--- src/design/bfpl_ram.sv ---
// generic single-write, single-read ram with registered read data
module bfpl_ram #(
	parameter int WIDTH = 8,
	parameter int DEPTH = 16
) (
	input  logic                     clk,
	input  logic                     we,
	input  logic [$clog2(DEPTH)-1:0] waddr,
	input  logic [WIDTH-1:0]         wdata,
	input  logic [$clog2(DEPTH)-1:0] raddr,
	output logic [WIDTH-1:0]         rdata
);

	logic [WIDTH-1:0] mem [DEPTH];

	always_ff @(posedge clk) begin
		if (we) begin
			mem[waddr] <= wdata;
		end
		rdata <= mem[raddr];
	end

endmodule

--- config.mk ---
export PLATFORM = sky130hd
export DESIGN_NAME = bfpl_ram
export DESIGN_NICKNAME = d
export VERILOG_FILES = /design/src/design/bfpl_ram.sv
export SDC_FILE = /design/constraint.sdc
export NUM_CORES = 1
export LEC_CHECK = 0
export ABC_AREA = 1
export ABC_CLOCK_PERIOD_IN_PS = 2600
export BUFFER_PORTS_ARGS = -buffer_cell sky130_fd_sc_hd__buf_2
export CAP_MARGIN = 20
export CELL_PAD_IN_SITES_DETAIL_PLACEMENT = 1
export CELL_PAD_IN_SITES_GLOBAL_PLACEMENT = 2
export CORE_MARGIN = 3
export CORE_UTILIZATION = 40
export DETAILED_ROUTE_END_ITERATION = 8
export GPL_TIMING_DRIVEN = 0
export PLACE_DENSITY_LB_ADDON = 0.1
export RECOVER_POWER = 100
export SYNTH_ARGS = -nofsm -noshare
export SYNTH_HDL_FRONTEND = slang
export SYNTH_SLANG_ARGS = --single-unit
export TNS_END_PERCENT = 10
--- constraint.sdc ---
create_clock -name clk -period 2.6 [get_ports clk]
set_input_delay 0.52 -clock clk [delete_from_list [all_inputs] [get_ports clk]]
set_output_delay 0.52 -clock clk [all_outputs]
set_load 0.01 [all_outputs]
---- After elaboration in Yosys (flattened, before gate mapping) ----
Memory sizes are Yosys's and may differ from the RTL's. A register that Yosys moved wholly into a read port is not among the register bits.
Index checks and enable logic that the tools add are counted.
cells by class
  mux-type cells .......................... 2
operator list
  operator          number
  2-to-1 mux 1 bit  2
word-level totals
  RAM bits ................................ 128
  output and inout bits ................... 8
  memories kept ........................... 1
  input port bits ......................... 18
  logic and storage cells ................. 3
  register bits ........................... 0
memories
  memory  depth  width  read ports  clocked after memory_dff  write ports  line  RTL
  mem     16     8      1           1                         1            14    logic [WIDTH-1:0] mem [DEPTH];

---- Depth between registers and ports, before layout ----
  word-level depth ........................ 2
  mapped depth ............................ 8
  mapped depth without buffers ............ 7

---- Worst setup path before layout ----
OpenSTA, ideal clock, no wires.
  kind .................................... input port to flip-flop
  from .................................... input port waddr[2]
  to ...................................... memory mem[10][0], enable pin
  arrival ................................. 1.101 ns
  data required time ...................... 2.230 ns
  slack ................................... 1.129 ns
  path buffers ............................ 0
  setup time .............................. 0.370 ns
  stages on the path ...................... 2
  path through ............................ nand3b_1 > nor2_1
RTL lines
  what         line  RTL
  from (decl)  8     input logic [$clog2(DEPTH)-1:0] waddr,
  to (decl)    14
No word-level cell before the write port.

==> impl_metrics.json <==
{
  "ys.flop_type": "edfxtp_1",
  "ant_nets": 0,
  "yosys_warnings": 0,
  "rsz0062_at_grt": "no",
  "hold_viol": 0,
  "power_leakage_uw": 0.002844,
  "cts_inserted_buffers": 17,
  "tightest_slew_ps": 1050,
  "antenna_found_initial": 0,
  "min_period_ps": 1752,
  "pre_cts_slack_ps": 498.1,
  "syn_nets": 569,
  "synthTopCellsByArea": "edfxtp_1, nand2_1, nand3_1",
  "place_hpwl_mm": 10.65,
  "fin_ws_ps": 847.9,
  "via_count": 3891,
  "cts_repair_resize_count": 0,
  "min-delay-path-class": "input port to register",
  "cts.sinks": 136,
  "yosysSeqAreaShare": 0.6943,
  "synth-edff-count": 128,
  "ys_ff_latch": 136,
  "avgSynthCellArea_um2": 10.47,
  "worstSkewPairLatency_ps": 420,
  "fmax_mhz": 570.8,
  "core-area_um2": 13990,
  "slew_violations": 0,
  "h-tree-depth": 4,
  "syn_area_um2": 5767,
  "clk_pin_slew_ps": 60,
  "critical_path_class": "input port to register",
  "drt-wirelength-per-cell_um": 20.87,
  "max-cap-violations": 0,
  "status": "finished, final reports clean",
  "grtUsageTotal": 0.2153,
  "finClkSkew_ps": 4.370,
  "clk_path_buf_depth": 2,
  "synth_top_area_frac": 0.6665,
  "power_density_nw_per_um2": 789.1,
  "power_uw": 5274,
  "cts_tree": "yes",
  "io_pins": 26,
  "viasPerCell": 4.957,
  "io_buffers": 22,
  "max_slew_margin": 0.2971,
  "hold_ws_ps": 548.6,
  "peakVddDrop_mv": 0.4079,
  "cp-end-kind": "register",
  "drt_iter0_markers": 343,
  "holdBufCountCts": 0,
  "gp_congestion": 0.8014,
  "dieWidth_um": 126.1,
  "start_kind": "input port",
  "firstDrtPassIters": 5,
  "cts_root_buffer": "clkbuf_16",
  "die_y_um": 126.1,
  "start_util": 0.4123,
  "drc_errors": 0,
  "max_stage_delay_ps": 560,
  "grt_max_degree": 17,
  "grt_pass1_wl_mm": 24.43,
  "critPathSlowestCell": "clkbuf_1",
  "layout.nets": 610,
  "syn_inst": 551,
  "cp_cell_sequence": "clkbuf_1 > inv_1 > clkbuf_1 > nand2_1 > nand3_1 > nand3_1 > nand3_1 > nand2_1",
  "grt-ovfl-total": 0,
  "yosysUniqueCellTypes": 12,
  "final.period_utilization": 0.6739,
  "setup-violations-final": 0,
  "drive_gt1_frac": 0.08926,
  "cts_setup_buffers": 0,
  "fin_tns_setup_ps": 0,
  "grt_pass1_vias": 4005,
  "syn2layout_area_growth_pct": 15.90,
  "async_flop_share": 0,
  "arrival_ps": 2050,
  "fp.dieArea_um2": 15890,
  "synth_top_cell_by_area": "edfxtp_1",
  "wirelength_mm": 16.38,
  "crit_fanout": 10,
  "yosysMostFrequentCell": "nand2_1",
  "synth_common_cells": "nand2_1, edfxtp_1, inv_1, nand3_1, nor2_1",
  "rows": 43,
  "path_common_cell": "nand3_1",
  "n_antenna_cell": 0,
  "cp.required_ps": 2900
}
## placed cells by master, fill, tap and decap left out
master / synthesis / layout
nand2_1: 173 / 173
edfxtp_1: 128 / 128
inv_1: 100 / 101
nand3_1: 97 / 97
clkbuf_1: 0 / 22
nor2_1: 17 / 17
clkbuf_16: 0 / 17
buf_2: 13 / 13
dfxtp_1: 8 / 8
buf_6: 6 / 6
clkinv_2: 0 / 5
buf_4: 4 / 4
bufinv_16: 0 / 4
clkinvlp_4: 0 / 3
nand3b_1: 2 / 2
clkinv_1: 0 / 2
inv_2: 2 / 1
buf_1: 1 / 1
clkinv_4: 0 / 1
## critical path: cells and delay by family
kind / cells / cell delay (ps)
buf+inv: 3 / 960
simple gates: 5 / 540
## where the power goes
part	switching (uW)	internal (uW)	total (uW)
Clock	891	1590	2480
Combinational	244	86.9	331
Sequential	13.1	2450	2470
## flip-flops by register name, indices dropped and copies added (netlist names)
signal  cells
rdata       8
mem       128
## metal layers
layer / share of wire / vias up / wire length [um] / track usage
met5: 0 / - / 0 / 0
met4: 0.017 / 0 / 272 / 0.07319
met3: 0.050 / 16 / 818 / 0.04495
met2: 0.47 / 102 / 7716 / 0.3352
met1: 0.46 / 1913 / 7577 / 0.3027
li1: - / 1860 / - / -
## cells by family (layout without fill, tap and decap cells)
| logic type | Yosys count | after routing | share of synthesized area |
|---|---|---|---|
| buffers and inverters | 126 | 180 | 0.09525 |
| AND/OR/NAND/NOR | 289 | 289 | 0.2105 |
| flip-flops | 136 | 136 | 0.6943 |
## area by class of cell
class                      instances  area [um^2]
inverter                         102        382.9
fill                            1562         7305
clock buffer                      17        425.4
buffer                            24        163.9
sequential                       136         4004
tap                              180        225.2
clock inverter                    15        183.9
timing repair buffer              22        85.08
multi-input combinational        289         1214
## through the flow
| stage | instances | util | cell area [um^2] |
|---|---|---|---|
| global placement | 753 | 0.4362 | 6102 |
| CTS | 785 | 0.4798 | 6711 |
| floorplan | 551 | - | 5767 |
| detailed placement | 753 | 0.4362 | 6102 |
| global route | 785 | 0.4778 | 6684 |
| finish | 785 | 0.4778 | 6684 |
## final timing paths
path	slack (ps)	cells past startpoint	endpoint	startpoint
max	850	8	rdata[3]$_DFF_P_	raddr[0]
min	550	4	rdata[5]$_DFF_P_	raddr[2]
max reg2reg	1520	6	rdata[0]$_DFF_P_	mem[3][0]$_DFFE_PP_
min reg2reg	690	6	rdata[7]$_DFF_P_	mem[6][7]$_DFFE_PP_
Power figures use the tool's default switching activity.
