$ cat src/design/bfpl_pkg.sv
// shared constants and types for the per-label boundary fraction block
package bfpl_pkg;

	localparam int COUNT_BITS = 32;
	localparam int NUM_LABELS = 4096;
	localparam int LABEL_BITS = $clog2(NUM_LABELS);
	localparam int FRAC_BITS  = 16;
	localparam int QUO_BITS   = FRAC_BITS + 1;
	localparam int STEP_BITS  = $clog2(QUO_BITS + 1);
	localparam int WORD_BITS  = 2 * COUNT_BITS;

	typedef enum logic [1:0] {
		OP_ADD   = 2'd0,
		OP_READ  = 2'd1,
		OP_CLEAR = 2'd2,
		OP_NOP   = 2'd3
	} op_t;

	typedef enum logic {
		ST_CLEAR = 1'b0,
		ST_RUN   = 1'b1
	} st_t;

	typedef struct packed {
		logic [LABEL_BITS-1:0] label;
		logic [QUO_BITS-1:0]   fraction;
		logic                  empty;
	} div_res_t;

	typedef struct packed {
		logic                  start;
		logic                  empty;
		logic [LABEL_BITS-1:0] label;
	} div_cmd_t;

endpackage

$ cat src/design/bfpl_div.sv
// restoring divider, one quotient bit per cycle: floor(num * 2^16 / den)
module bfpl_div (
	input  logic                            clk,
	input  logic                            arst_n,
	input  bfpl_pkg::div_cmd_t              cmd,
	input  logic [bfpl_pkg::COUNT_BITS-1:0] num,
	input  logic [bfpl_pkg::COUNT_BITS-1:0] den,
	input  logic                            take,
	output logic                            busy,
	output logic                            res_valid,
	output bfpl_pkg::div_res_t              res
);

	logic                                  run_q;
	logic                                  done_q;
	logic                                  shift_q;
	logic [bfpl_pkg::STEP_BITS-1:0]        cnt_q;
	logic [bfpl_pkg::COUNT_BITS:0]         rem_q;
	logic [bfpl_pkg::COUNT_BITS-1:0]       den_q;
	logic [bfpl_pkg::QUO_BITS-1:0]         quo_q;
	logic [bfpl_pkg::LABEL_BITS-1:0]       label_q;
	logic                                  empty_q;
	logic [bfpl_pkg::COUNT_BITS:0]         trial;
	logic [bfpl_pkg::COUNT_BITS:0]         den_ext;
	logic                                  fits;

	always_comb begin
		trial   = shift_q ? {rem_q[bfpl_pkg::COUNT_BITS-1:0], 1'b0} : rem_q;
		den_ext = {1'b0, den_q};
		fits    = (trial >= den_ext);
	end

	always_ff @(posedge clk or negedge arst_n) begin
		if (!arst_n) begin
			run_q  <= 1'b0;
			done_q <= 1'b0;
		end else if (cmd.start) begin
			run_q  <= !cmd.empty;
			done_q <= cmd.empty;
		end else if (run_q && cnt_q == bfpl_pkg::STEP_BITS'(1)) begin
			run_q  <= 1'b0;
			done_q <= 1'b1;
		end else if (done_q && take) begin
			done_q <= 1'b0;
		end
	end

	always_ff @(posedge clk) begin
		if (cmd.start) begin
			rem_q   <= {1'b0, num};
			den_q   <= den;
			quo_q   <= '0;
			shift_q <= 1'b0;
			cnt_q   <= bfpl_pkg::STEP_BITS'(bfpl_pkg::QUO_BITS);
			label_q <= cmd.label;
			empty_q <= cmd.empty;
		end else if (run_q) begin
			rem_q   <= fits ? (trial - den_ext) : trial;
			quo_q   <= {quo_q[bfpl_pkg::QUO_BITS-2:0], fits};
			shift_q <= 1'b1;
			cnt_q   <= cnt_q - bfpl_pkg::STEP_BITS'(1);
		end
	end

	assign busy         = run_q || done_q;
	assign res_valid    = done_q;
	assign res.label    = label_q;
	assign res.fraction = empty_q ? '0 : quo_q;
	assign res.empty    = empty_q;

endmodule

$ cat config.mk
export PLATFORM = sky130hd
export DESIGN_NAME = bfpl_div
export DESIGN_NICKNAME = d
export VERILOG_FILES = /design/src/design/bfpl_pkg.sv /design/src/design/bfpl_div.sv
export SDC_FILE = /design/constraint.sdc
export NUM_CORES = 1
export LEC_CHECK = 0
export BUFFER_PORTS_ARGS = -buffer_cell sky130_fd_sc_hd__buf_4
export CAP_MARGIN = 40
export CORE_MARGIN = 4
export CORE_UTILIZATION = 43
export DETAILED_ROUTE_END_ITERATION = 10
export PLACE_DENSITY = 0.66
export SYNTH_ARGS = -nofsm -noshare
export SYNTH_HDL_FRONTEND = slang
export SYNTH_SLANG_ARGS = --single-unit
$ cat constraint.sdc
create_clock -name clk -period 5.4 [get_ports clk]
set_clock_uncertainty 0.2 [all_clocks]
set_input_delay 0.54 -clock clk [delete_from_list [all_inputs] [get_ports clk]]
set_output_delay 0.54 -clock clk [all_outputs]
set_load 0.02 [all_outputs]
**Word level (Yosys, flattened, before mapping)**

Cells that the tools add are included.
W data, S select, Z words.

- Bits in registers: 103
- Input bits: 81
- Output and inout bits: 32
- Word-level logic and storage cells: 31

- Add/sub/neg operators: 2
- Order comparisons: 1
- Eq/ne operators: 1
- Mux-type cells: 10
- Reductions and logical operators: 7

Operators by type and width:

| kind | count |
|---|---|
| $mux W33 | 2 |
| $mux W32 | 2 |
| $ge A33 B32 Y1 | 1 |
| $sub A33 B32 Y33 | 1 |
| $mux W17 | 1 |
| $eq A5 B1 Y1 const B | 1 |
| $mux W1 | 5 |
| $sub A5 B1 Y5 const B | 1 |
| $reduce_bool A2 Y1 | 2 |
| $reduce_bool A3 Y1 | 1 |
| $logic_and A1 B1 Y1 | 2 |
| $logic_not A1 Y1 | 1 |
| $logic_or A1 B1 Y1 | 1 |

**Depth between registers and ports, before layout**

Gate-level depths: netlist of run 1.

- Word-level depth: 5
- Gate-level depth with buffers: 17
- Mapped depth without buffers: 13

**Worst setup path after synthesis of run 1**

No wires, ideal clock.

- Path type: register -> register
- Start point: reg shift_q
- End point: reg rem_q[30] in the netlist's numbering, data pin
- Library setup time: 261 ps
- Arrival: 4069 ps
- Required time: 4939 ps
- Slack: 870 ps
- Cell stages (with the launch flop): 15
- Buffers on the path: 3
- Period minus slack after synthesis: 4530 ps
- Path through: dfxtp_1 > clkbuf_1 > buf_1 > clkbuf_1 > mux2_2 > fa_1 > a21o_2 > a311oi_2 > o21ai_1 > a41o_2 > a2111oi_4 > o31a_2 > o21ai_0 > xnor2_1 > a221o_1

- Cells in the longest elaborated chain, start to end: 5
- Elaborated cells on any way between the ends: 6
- Those cells by class: add/sub: 1; order compare: 1; mux: 4

Ends and longest elaborated chain:

| item | line | source |
|---|---|---|
| start, declared | bfpl_div.sv:16 | `logic shift_q;` |
| start signal, assigned | bfpl_div.sv:53 | `shift_q <= 1'b0;` |
| start signal, assigned | bfpl_div.sv:60 | `shift_q <= 1'b1;` |
| $mux W33 * | bfpl_div.sv:28 | `trial = shift_q ? {rem_q[bfpl_pkg::COUNT_BITS-1:0], 1'b0} : rem_q;` |
| $sub A33 B32 Y33 or $ge A33 B32 Y1 (tied branches) | bfpl_div.sv:58, bfpl_div.sv:30 |  |
| $mux W33 * | bfpl_div.sv:58 | `rem_q <= fits ? (trial - den_ext) : trial;` |
| $mux W32 * | bfpl_div.sv:57 | `end else if (run_q) begin` |
| $mux W32 * | bfpl_div.sv:49 | `if (cmd.start) begin` |
| end signal, assigned | bfpl_div.sv:50 | `rem_q <= {1'b0, num};` |
| end signal, assigned | bfpl_div.sv:58 |  |
| end, declared | bfpl_div.sv:18 | `logic [bfpl_pkg::COUNT_BITS:0] rem_q;` |

Every way passes the cells marked *; elsewhere a longest branch is shown, timed or not. The select of a mux whose other input is x is not followed.
A chain may end at the register's enable or synchronous reset.

**Worst setup path in the final report of run 1**

Same ends and word-level chain as after synthesis.

==> results of run 1 <==
[area by class of cell]
| type | instances | area [sq um] | share of cell area, % |
|---|---|---|---|
| timing repair buffer | 121 | 923 | 11.8 |
| clock buffer | 11 | 264 | 3.39 |
| inverter | 46 | 173 | 2.22 |
| multi-input combinational | 442 | 3310 | 42.5 |
| clock inverter | 5 | 46.3 | 0.594 |
| tap | 184 | 230 | 2.95 |
| sequential | 103 | 2840 | 36.5 |
[synthesized netlist by cell type (5+ instances only)]
cell       n  share of area [%]
a31oi_1    7               0.67
xor2_1    10                1.3
nand2_1   31                1.8
nand2b_1   6               0.58
mux2_2    49                8.5
a21o_1    20                2.3
edfxtp_1  77                 36
nand3_1   13                1.0
ha_1      34                6.6
a21oi_1   39                3.0
dfxtp_1   24                7.4
a211oi_1   5               0.58
nor2_1    48                2.8
buf_1      9               0.52
a221o_1    6               0.92
nor3_1     8               0.62
o21ai_0   23                1.8
xnor2_1   19                2.6
nor3b_1    6               0.69
mux2i_1   30                4.6
nor2b_1   24                2.3
nand4_1    9               0.87
inv_1     46                2.7
clkbuf_1  16               0.92
[power by group]
| group | total [mW] | switching [mW] | internal, mW |
|---|---|---|---|
| sequential | 1.17 | 0.0935 | 1.08 |
| clock | 0.681 | 0.319 | 0.362 |
| combinational | 2.31 | 1.25 | 1.06 |
| total | 4.17 | 1.66 | 2.50 |
[worst max-delay path by stage]
stage,startpoint,cells after the start,slack [ps],end
floorplan,shift_q,14,870,rem_q[30]
global placement,shift_q,14,1330,rem_q[30]
detailed placement,shift_q,11,1270,rem_q[4]
CTS,shift_q,11,1250,rem_q[4]
global route,shift_q,11,1010,rem_q[7]
finish,shift_q,14,1260,rem_q[30]
[cell usage in the layout, fill, tap and decap left out, drive strengths merged, types with 4 or more instances in the layout]
cell type  netlist  layout
a21oi           39      39
nor2            48      48
nand4            9       9
nand3           13      13
nor3b            6       6
o21ai           26      26
dfxtp           24      24
nor2b           24      24
a221o            6       6
buf             18     120
a21o            21      21
ha              34      34
mux2i           30      30
clkbuf          16      11
nand2b           6       6
and3             5       5
xnor2           19      19
inv             46      49
xor2            10      10
a31oi            7       7
nor3             8       8
and2             4       4
o211ai           4       4
nor4             4       4
nand2           31      31
mux2            49      49
a211oi           6       6
edfxtp          77      77
[metal layers]
| metal | wire length, um | part of all wire, % | vias to the layer above |
|---|---|---|---|
| met3 | 728 | 5.0 | 20 |
| li1 | - | - | 2464 |
| met1 | 7010 | 48 | 2258 |
| met4 | 201 | 1.4 | 0 |
| met5 | 0 | 0 | - |
| met2 | 6710 | 46 | 115 |
[worst register-to-register path, stage by stage, from the launching register on]
cell       delay (ps)
dfxtp_1           330
buf_4             290
nand2b_1          180
ha_1              170
inv_1              60
fa_1              400
a21o_2            260
a311oi_2          310
o21ai_1           150
a41o_2            340
a2111oi_4         480
o31a_2            210
o21ai_0            90
xnor2_1           140
a221o_1           290
[state kept, by name, indices dropped and copies added (netlist names)]
| signal | cells |
|---|---|
| empty_q | 1 |
| den_q | 32 |
| label_q | 12 |
| quo_q | 17 |
| cnt_q | 5 |
| res_valid | 1 |
| rem_q | 33 |
| shift_q | 1 |
| run_q | 1 |
[repair_timing]
action | 4_1_cts | 5_1_grt
endpoints found under the hold margin | 2 | 0
hold buffers | 1 | 0
setup buffers | 0 | 0
[stage by stage]
stage / util (%) / total power [mW] / hold WS [ps]
6_report: 53.2 / 4.17 / 148
4_1_cts: 53.2 / 4.19 / 134
2_1_floorplan: - / 3.00 / 44.4
3_3_place_gp: 51.0 / 3.45 / 129
5_1_grt: 53.2 / 4.50 / 140
3_5_place_dp: 51.0 / 3.48 / 126
[cell families (layout without fill, tap and decap cells)]
logic type / Yosys count / after routing / share of synthesized area (%)
adder cells (fa/ha/maj): 35 / 35 / 6.86
XOR/XNOR: 29 / 29 / 3.91
multiplexers: 79 / 79 / 13.1
AO/OA/AOI/OAI: 134 / 134 / 14.4
buffers and inverters: 80 / 183 / 5.20
flip-flops: 103 / 103 / 43.8
AND/OR/NAND/NOR: 165 / 165 / 12.8
==> flow_summary.ini, run 1 <==
[status]
status = finished clean

[timing]
worstMarginPinSlew_ps = 672
rsz0062_at_grt = no
setup_slack_ps = 1260
fin_crit_ps = 4140
hold_viol_final = 0
fin_setup_tns_ps = 0
setup_viol = 0
fmax_mhz = 242
slew_headroom_pct = 54.0
slew_violations = 0
finalCritPeriodShare_pct = 76.6

[worst_setup_path]
ff2ff_path_depth = 14
crit_path_max_incr_delay_ps = 480
crit_buf_inv = 2
cp_top_family = compound AO/OA/AOI/OAI gates
worstPathArrival_ps = 4050
cp_max_fo = 20
r2r-end = rem_q[30]
cp-end-kind = register
r2r_slack_ps = 1260
crit_required_ps = 5310
cp_cell_sequence = buf_4 > nand2b_1 > ha_1 > inv_1 > fa_1 > a21o_2 > a311oi_2 > o21ai_1 > a41o_2 > a2111oi_4 > o31a_2 > o21ai_0 > xnor2_1 > a221o_1
r2r_start = shift_q
path_class = reg2reg
cp_slowest_cell = a2111oi_4
startpoint_type = register

[global_routing]
busiest_layer = met2
gr-usage-met1_pct = 24.5
antenna_found_initial = 0
grt_max_degree = 51
grt_pass1_wl_um = 24100
overflow = 0
met2_usage_pct = 27.7
grt_usage_pct = 17.6
first_global_vias = 4960
use_met3_pct = 3.98

[floorplanning]
fp.dieH_um = 131
fp-row-count = 44
ios = 113
core_region_area_sq_mm = 0.0146
initial_core_util_pct = 44.3
dieWidth_um = 131
die-area_sq_mm = 0.0171

[synth]
synth_edf_count = 77
syn_nets = 741
ys_warn_count = 0
syn_avg_cell_area_sq_um = 10.4
ys_seq_elements = 103
post_synth_instance_area_sq_mm = 0.00649
synth_async_sr_flop_share_pct = 1.94
syn_inst = 625
synth_flop_cell = edfxtp_1
seq_area_frac_synth_pct = 43.8
ys_types = 62

[placed_design]
dpl_worst_slack_ps = 1270
post_dp_cell_area_sq_mm = 0.00747
dp_cells = 895
hpwl_um = 10900
place.gp.congestion = 0.927
numPortBuffers = 112

[final_layout]
finalNetCount = 839
syn2layout_area_growth_pct = 20.0
layout.cells.non_filler = 912
drive_above_1_share_pct = 27.6
diodes = 0
fill_cells = 1322
stdcell_area_sq_mm = 0.00779

[worst_hold_path]
worstHoldStart = den[24]
hold_depth = 1
min_to = den_q[24]
hp-class = in2reg

[detailed_routing]
wire_per_inst_um = 16.1
firstDrtPassIters = 5
route.detailed.drc = 0
vias_per_cell = 5.33
ant_nets = 0
num_vias = 4857
drt_iter0_drc = 338
wl_um = 14700

[power]
p_leak_nw = 3.38
power.density_mw_per_mm2 = 535
ir_worst_vdd_uv = 320

[clock_tree]
cts_resized = 0
clock-root-buffer = clkbuf_16
clock_sink_count = 103
cts_inserted_buffers = 9
clkTransAtPathRegs_ps = 80
clock_path_buffers = 2
ctsHtreeMaxLevel = 3
clock_latency_ps = 360
cts_tree = done

[job]
cap_violations = 0
No activity file was read; power rests on OpenSTA's default activity.
==> inputs of run 2 (changes only) <==
clock period = 4.3 ns   (was 5.4 ns; I/O delays follow)
==> flow_summary.ini, run 2 (synthesis gave the netlist of run 1 again) <==
[detailed_routing]
vias_per_cell = 5.28
ant_nets = 0
num_vias = 4992
wl_um = 14900
wire_per_inst_um = 15.8
route.detailed.drc = 0
firstDrtPassIters = 4
drt_iter0_drc = 317

[worst_setup_path]
worstPathArrival_ps = 3940
cp-end-kind = register
cp_cell_sequence = mux2_2 > fa_1 > a21o_2 > a311oi_2 > o21ai_1 > a41o_2 > a2111oi_4 > buf_4 > o21ba_2 > xnor2_1 > a221o_1
crit_required_ps = 4210
crit_buf_inv = 1
path_class = reg2reg
cp_top_family = compound AO/OA/AOI/OAI gates
cp-startpoint = shift_q
cp_slowest_cell = dfxtp_2
ff2ff_path_depth = 11
cp_max_fo = 11
r2r_start = shift_q
crit_path_max_incr_delay_ps = 490
crit_cells = 11
startpoint_type = register

[final_layout]
drive_above_1_share_pct = 30.7
layout.cells.non_filler = 945
reg_top3 = rem_q x33, den_q x32, quo_q x17
regMostFlops = rem_q
stdcell_area_sq_mm = 0.00805
largest_register_ff_count = 33
syn2layout_area_growth_pct = 23.9
layout_common_cells = buf_4 (151), edfxtp_1 (77), mux2_2 (49)
diodes = 0
finalNetCount = 872
fill_cells = 1312
fin_util_pct = 55.0
layout.cells.most_common = buf_4

[power]
power.density_mw_per_mm2 = 683
ir_worst_vdd_uv = 294
power_mw = 5.50
p_leak_nw = 3.53

[floorplanning]
fp.dieH_um = 131
ios = 113
initial_core_util_pct = 44.3
core_region_area_sq_mm = 0.0146
fp-row-count = 44
die-area_sq_mm = 0.0171
dieWidth_um = 131

[worst_hold_path]
hold_depth = 1
worstHoldStart = den[14]
hp-class = in2reg

[clock_tree]
clkTransAtPathRegs_ps = 80
cts_inserted_buffers = 9
clock_sink_count = 103
clock_latency_ps = 360
clock-root-buffer = clkbuf_16
cts_tree = done
ctsHtreeMaxLevel = 3
clock_path_buffers = 2

[global_routing]
antenna_found_initial = 0
gr-usage-met1_pct = 23.0
overflow = 0
busiest_layer = met2
met2_usage_pct = 29.8
first_global_vias = 5091
grt_pass1_wl_um = 24400
use_met3_pct = 4.19
grt_usage_pct = 17.9
grt_max_degree = 64

[job]
cap_violations = 0

[placed_design]
dpl_worst_slack_ps = -24.3
hpwl_um = 11200
place.gp.congestion = 0.866
post_dp_cell_area_sq_mm = 0.00770
dp_cells = 926
numPortBuffers = 112

[timing]
rsz0062_at_grt = no
holdWs_ps = 43.9
hold_viol_final = 0
slew_headroom_pct = 55.0
setup_viol = 0
finalCritPeriodShare_pct = 93.7
fmax_mhz = 248
fin_crit_ps = 4030
setup_slack_ps = 271
worstMarginPinSlew_ps = 674
fin_setup_tns_ps = 0
slew_violations = 0

[status]
status = finished clean
[run 2: changes by cell type in the layout (fill, tap and decap cells not counted), sizes merged]
cell,before,now
buf,120,153
bufinv,0,1
clkinvlp,0,1
clkbuf,11,10
clkinv,2,1
[run 2: final timing paths]
| check | end | slack, ps |
|---|---|---|
| max reg2reg | rem_q[24] | 270 |
| min | den_q[14] | 40 |
| min in group asynchronous | res_valid | 200 |
| max in group asynchronous | run_q | 3610 |
| max | rem_q[24] | 270 |
| min reg2reg | rem_q[32] | 280 |
[run 2: area by class of cell]
| cell class | instances | area, sq um | area share [%] |
|---|---|---|---|
| multi-input cells | 442 | 3310 | 41.2 |
| flip-flops and latches | 103 | 2840 | 35.3 |
| repair buffers | 154 | 1180 | 14.7 |
| well taps | 184 | 230 | 2.86 |
| clock buffers | 10 | 229 | 2.85 |
| inverters | 46 | 173 | 2.15 |
| clock inverters | 6 | 75.1 | 0.933 |
[run 2: metal layers]
layer | up-vias | wire [um]
met5 | - | 0
met4 | 0 | 289
met3 | 21 | 684
met2 | 105 | 7080
met1 | 2332 | 6840
li1 | 2534 | -
[run 2: timing repair]
item	in CTS	in global routing
hold endpoints to repair	2	0
pin swaps	1	0
endpoints found under the setup margin	3	20
buffers inserted	2	0
hold buffers	1	0
resized for setup	0	1
[run 2: worst reg2reg max path, stage by stage, from the launching register on]
cell       delay [ps]
dfxtp_2           490
mux2_2            410
fa_1              440
a21o_2            260
a311oi_2          320
o21ai_1           150
a41o_2            340
a2111oi_4         420
buf_4             190
o21ba_2           160
xnor2_1            90
a221o_1           320
[run 2: power breakdown]
part           total, mW  internal [mW]  leakage, nW  switching [mW]
Sequential          1.48           1.35        0.988           0.124
Combinational       3.17           1.53         2.40            1.64
Clock              0.852          0.461        0.146           0.390
Total               5.50           3.34         3.53            2.15
==> inputs of run 3 (changes only) <==
==> constraint.sdc (replaced) <==
create_clock -name clk -period 4.3 [get_ports clk]
set_clock_uncertainty 0.2 [all_clocks]
set_input_delay 0.645 -clock clk [delete_from_list [all_inputs] [get_ports clk]]
set_output_delay 0.645 -clock clk [all_outputs]
set_load 0.02 [all_outputs]
==> flow_summary.ini, run 3 (synthesis gave the netlist of run 1 again) <==
[status]
status = finished clean

[floorplanning]
ios = 113
initial_core_util_pct = 44.3
dieWidth_um = 131
core_region_area_sq_mm = 0.0146
die-area_sq_mm = 0.0171
fp.dieH_um = 131
fp-row-count = 44

[clock_tree]
cts_inserted_buffers = 9
clkTransAtPathRegs_ps = 80
clock_latency_ps = 350
clock_sink_count = 103
ctsHtreeMaxLevel = 3
cts_tree = done
clock-root-buffer = clkbuf_16
clock_path_buffers = 2

[final_layout]
regMostFlops = rem_q
layout.cells.non_filler = 945
drive_above_1_share_pct = 30.9
finalNetCount = 872
layout_common_cells = buf_4 (152), edfxtp_1 (77), mux2_2 (49)
diodes = 0
reg_top3 = rem_q x33, den_q x32, quo_q x17
layout.cells.most_common = buf_4
syn2layout_area_growth_pct = 23.5
largest_register_ff_count = 33

[placed_design]
dpl_worst_slack_ps = -6.18
place.gp.congestion = 0.913
dp_cells = 927
hpwl_um = 11200
numPortBuffers = 112

[timing]
worstMarginPinSlew_ps = 686
holdWs_ps = 259
hold_viol_final = 0
setup_slack_ps = 289
fin_crit_ps = 4010
fmax_mhz = 249
slew_headroom_pct = 54.2
fin_setup_tns_ps = 0
setup_viol = 0
rsz0062_at_grt = no
slew_violations = 0
finalCritPeriodShare_pct = 93.3

[detailed_routing]
vias_per_cell = 5.33
wire_per_inst_um = 15.8
firstDrtPassIters = 4
ant_nets = 0
drt_iter0_drc = 273
route.detailed.drc = 0
num_vias = 5034
wl_um = 14900

[worst_setup_path]
crit_path_max_incr_delay_ps = 480
path_class = reg2reg
worstPathArrival_ps = 3920
cp_top_family = compound AO/OA/AOI/OAI gates
crit_required_ps = 4200
cp_cell_sequence = mux2_2 > fa_1 > a21o_2 > a311oi_2 > o21ai_1 > a41o_2 > a2111oi_4 > o31a_2 > o21ai_0 > xnor2_1 > a221o_1
cp-end-kind = register
cp_max_fo = 10
cp_slowest_cell = a2111oi_4
startpoint_type = register
crit_buf_inv = 0

[global_routing]
grt_pass1_wl_um = 24600
grt_max_degree = 66
antenna_found_initial = 0
grt_usage_pct = 17.9
first_global_vias = 5048
overflow = 0

[power]
power.density_mw_per_mm2 = 675
ir_worst_vdd_uv = 356
p_leak_nw = 3.52

[worst_hold_path]
hp-class = in2reg

[job]
cap_violations = 0
run 3: changes by cell type in the layout (fill, tap and decap cells not counted), sizes merged:
cell      previous run  this run
clkinv               1         3
bufinv               1         0
clkinvlp             1         0
run 3: repair_timing:
action | CTS | global route
pin swaps | 0 | 1
hold buffers | 1 | 0
resized for setup | 1 | 2
setup endpoints to repair | 2 | 2
buffers inserted | 0 | 1
endpoints found under the hold margin | 2 | 0
run 3: per-layer routing:
layer  share of wire [%]  up-vias  GRT usage [%]
li1                    -     2533              -
met1                  45     2370           23.3
met2                  48      115           30.0
met3                 4.7       16           3.98
met4                 1.9        0           5.63
met5                   0        -              0
run 3: stage by stage:
stage / utilization (%) / power [mW] / instance area (sq um)
5_1_grt: 54.8 / 5.87 / 8020
3_5_place_dp: 52.7 / 4.59 / 7710
3_3_place_gp: 52.7 / 4.55 / 7710
6_report: 54.8 / 5.42 / 8020
4_1_cts: 54.7 / 5.43 / 8010
2_1_floorplan: - / 3.76 / 6500
run 3: area by class of cell:
type	instances	area, sq um
fillers	1321	6620
well taps	184	230
clock inverters	6	55.1
repair buffers	154	1170
inverters	46	173
clock buffers	10	229
flip-flops and latches	103	2840
multi-input cells	442	3320
run 3: path summary, 6_finish.rpt:
check	startpoint	slack [ps]	to	cells past startpoint
max in group asynchronous	arst_n	3390	run_q	2
min reg2reg	rem_q[32]	290	rem_q[32]	2
max reg2reg	shift_q	290	rem_q[30]	11
min in group asynchronous	arst_n	420	res_valid	2
min	cmd[9]	260	label_q[9]	1
max	shift_q	290	rem_q[30]	11
run 3: where the power goes:
part / switching [mW] / internal [mW]
Sequential: 0.112 / 1.35
Combinational: 1.65 / 1.51
Clock: 0.394 / 0.405
Total: 2.15 / 3.27
run 3: worst register-to-register path: stages, from the launching register on:
cell and delay (ps):
dfxtp_2 460, mux2_2 400, fa_1 430, a21o_2 250, a311oi_2 310, o21ai_1 150
a41o_2 330, a2111oi_4 480, o31a_2 210, o21ai_0 90, xnor2_1 140, a221o_1 280
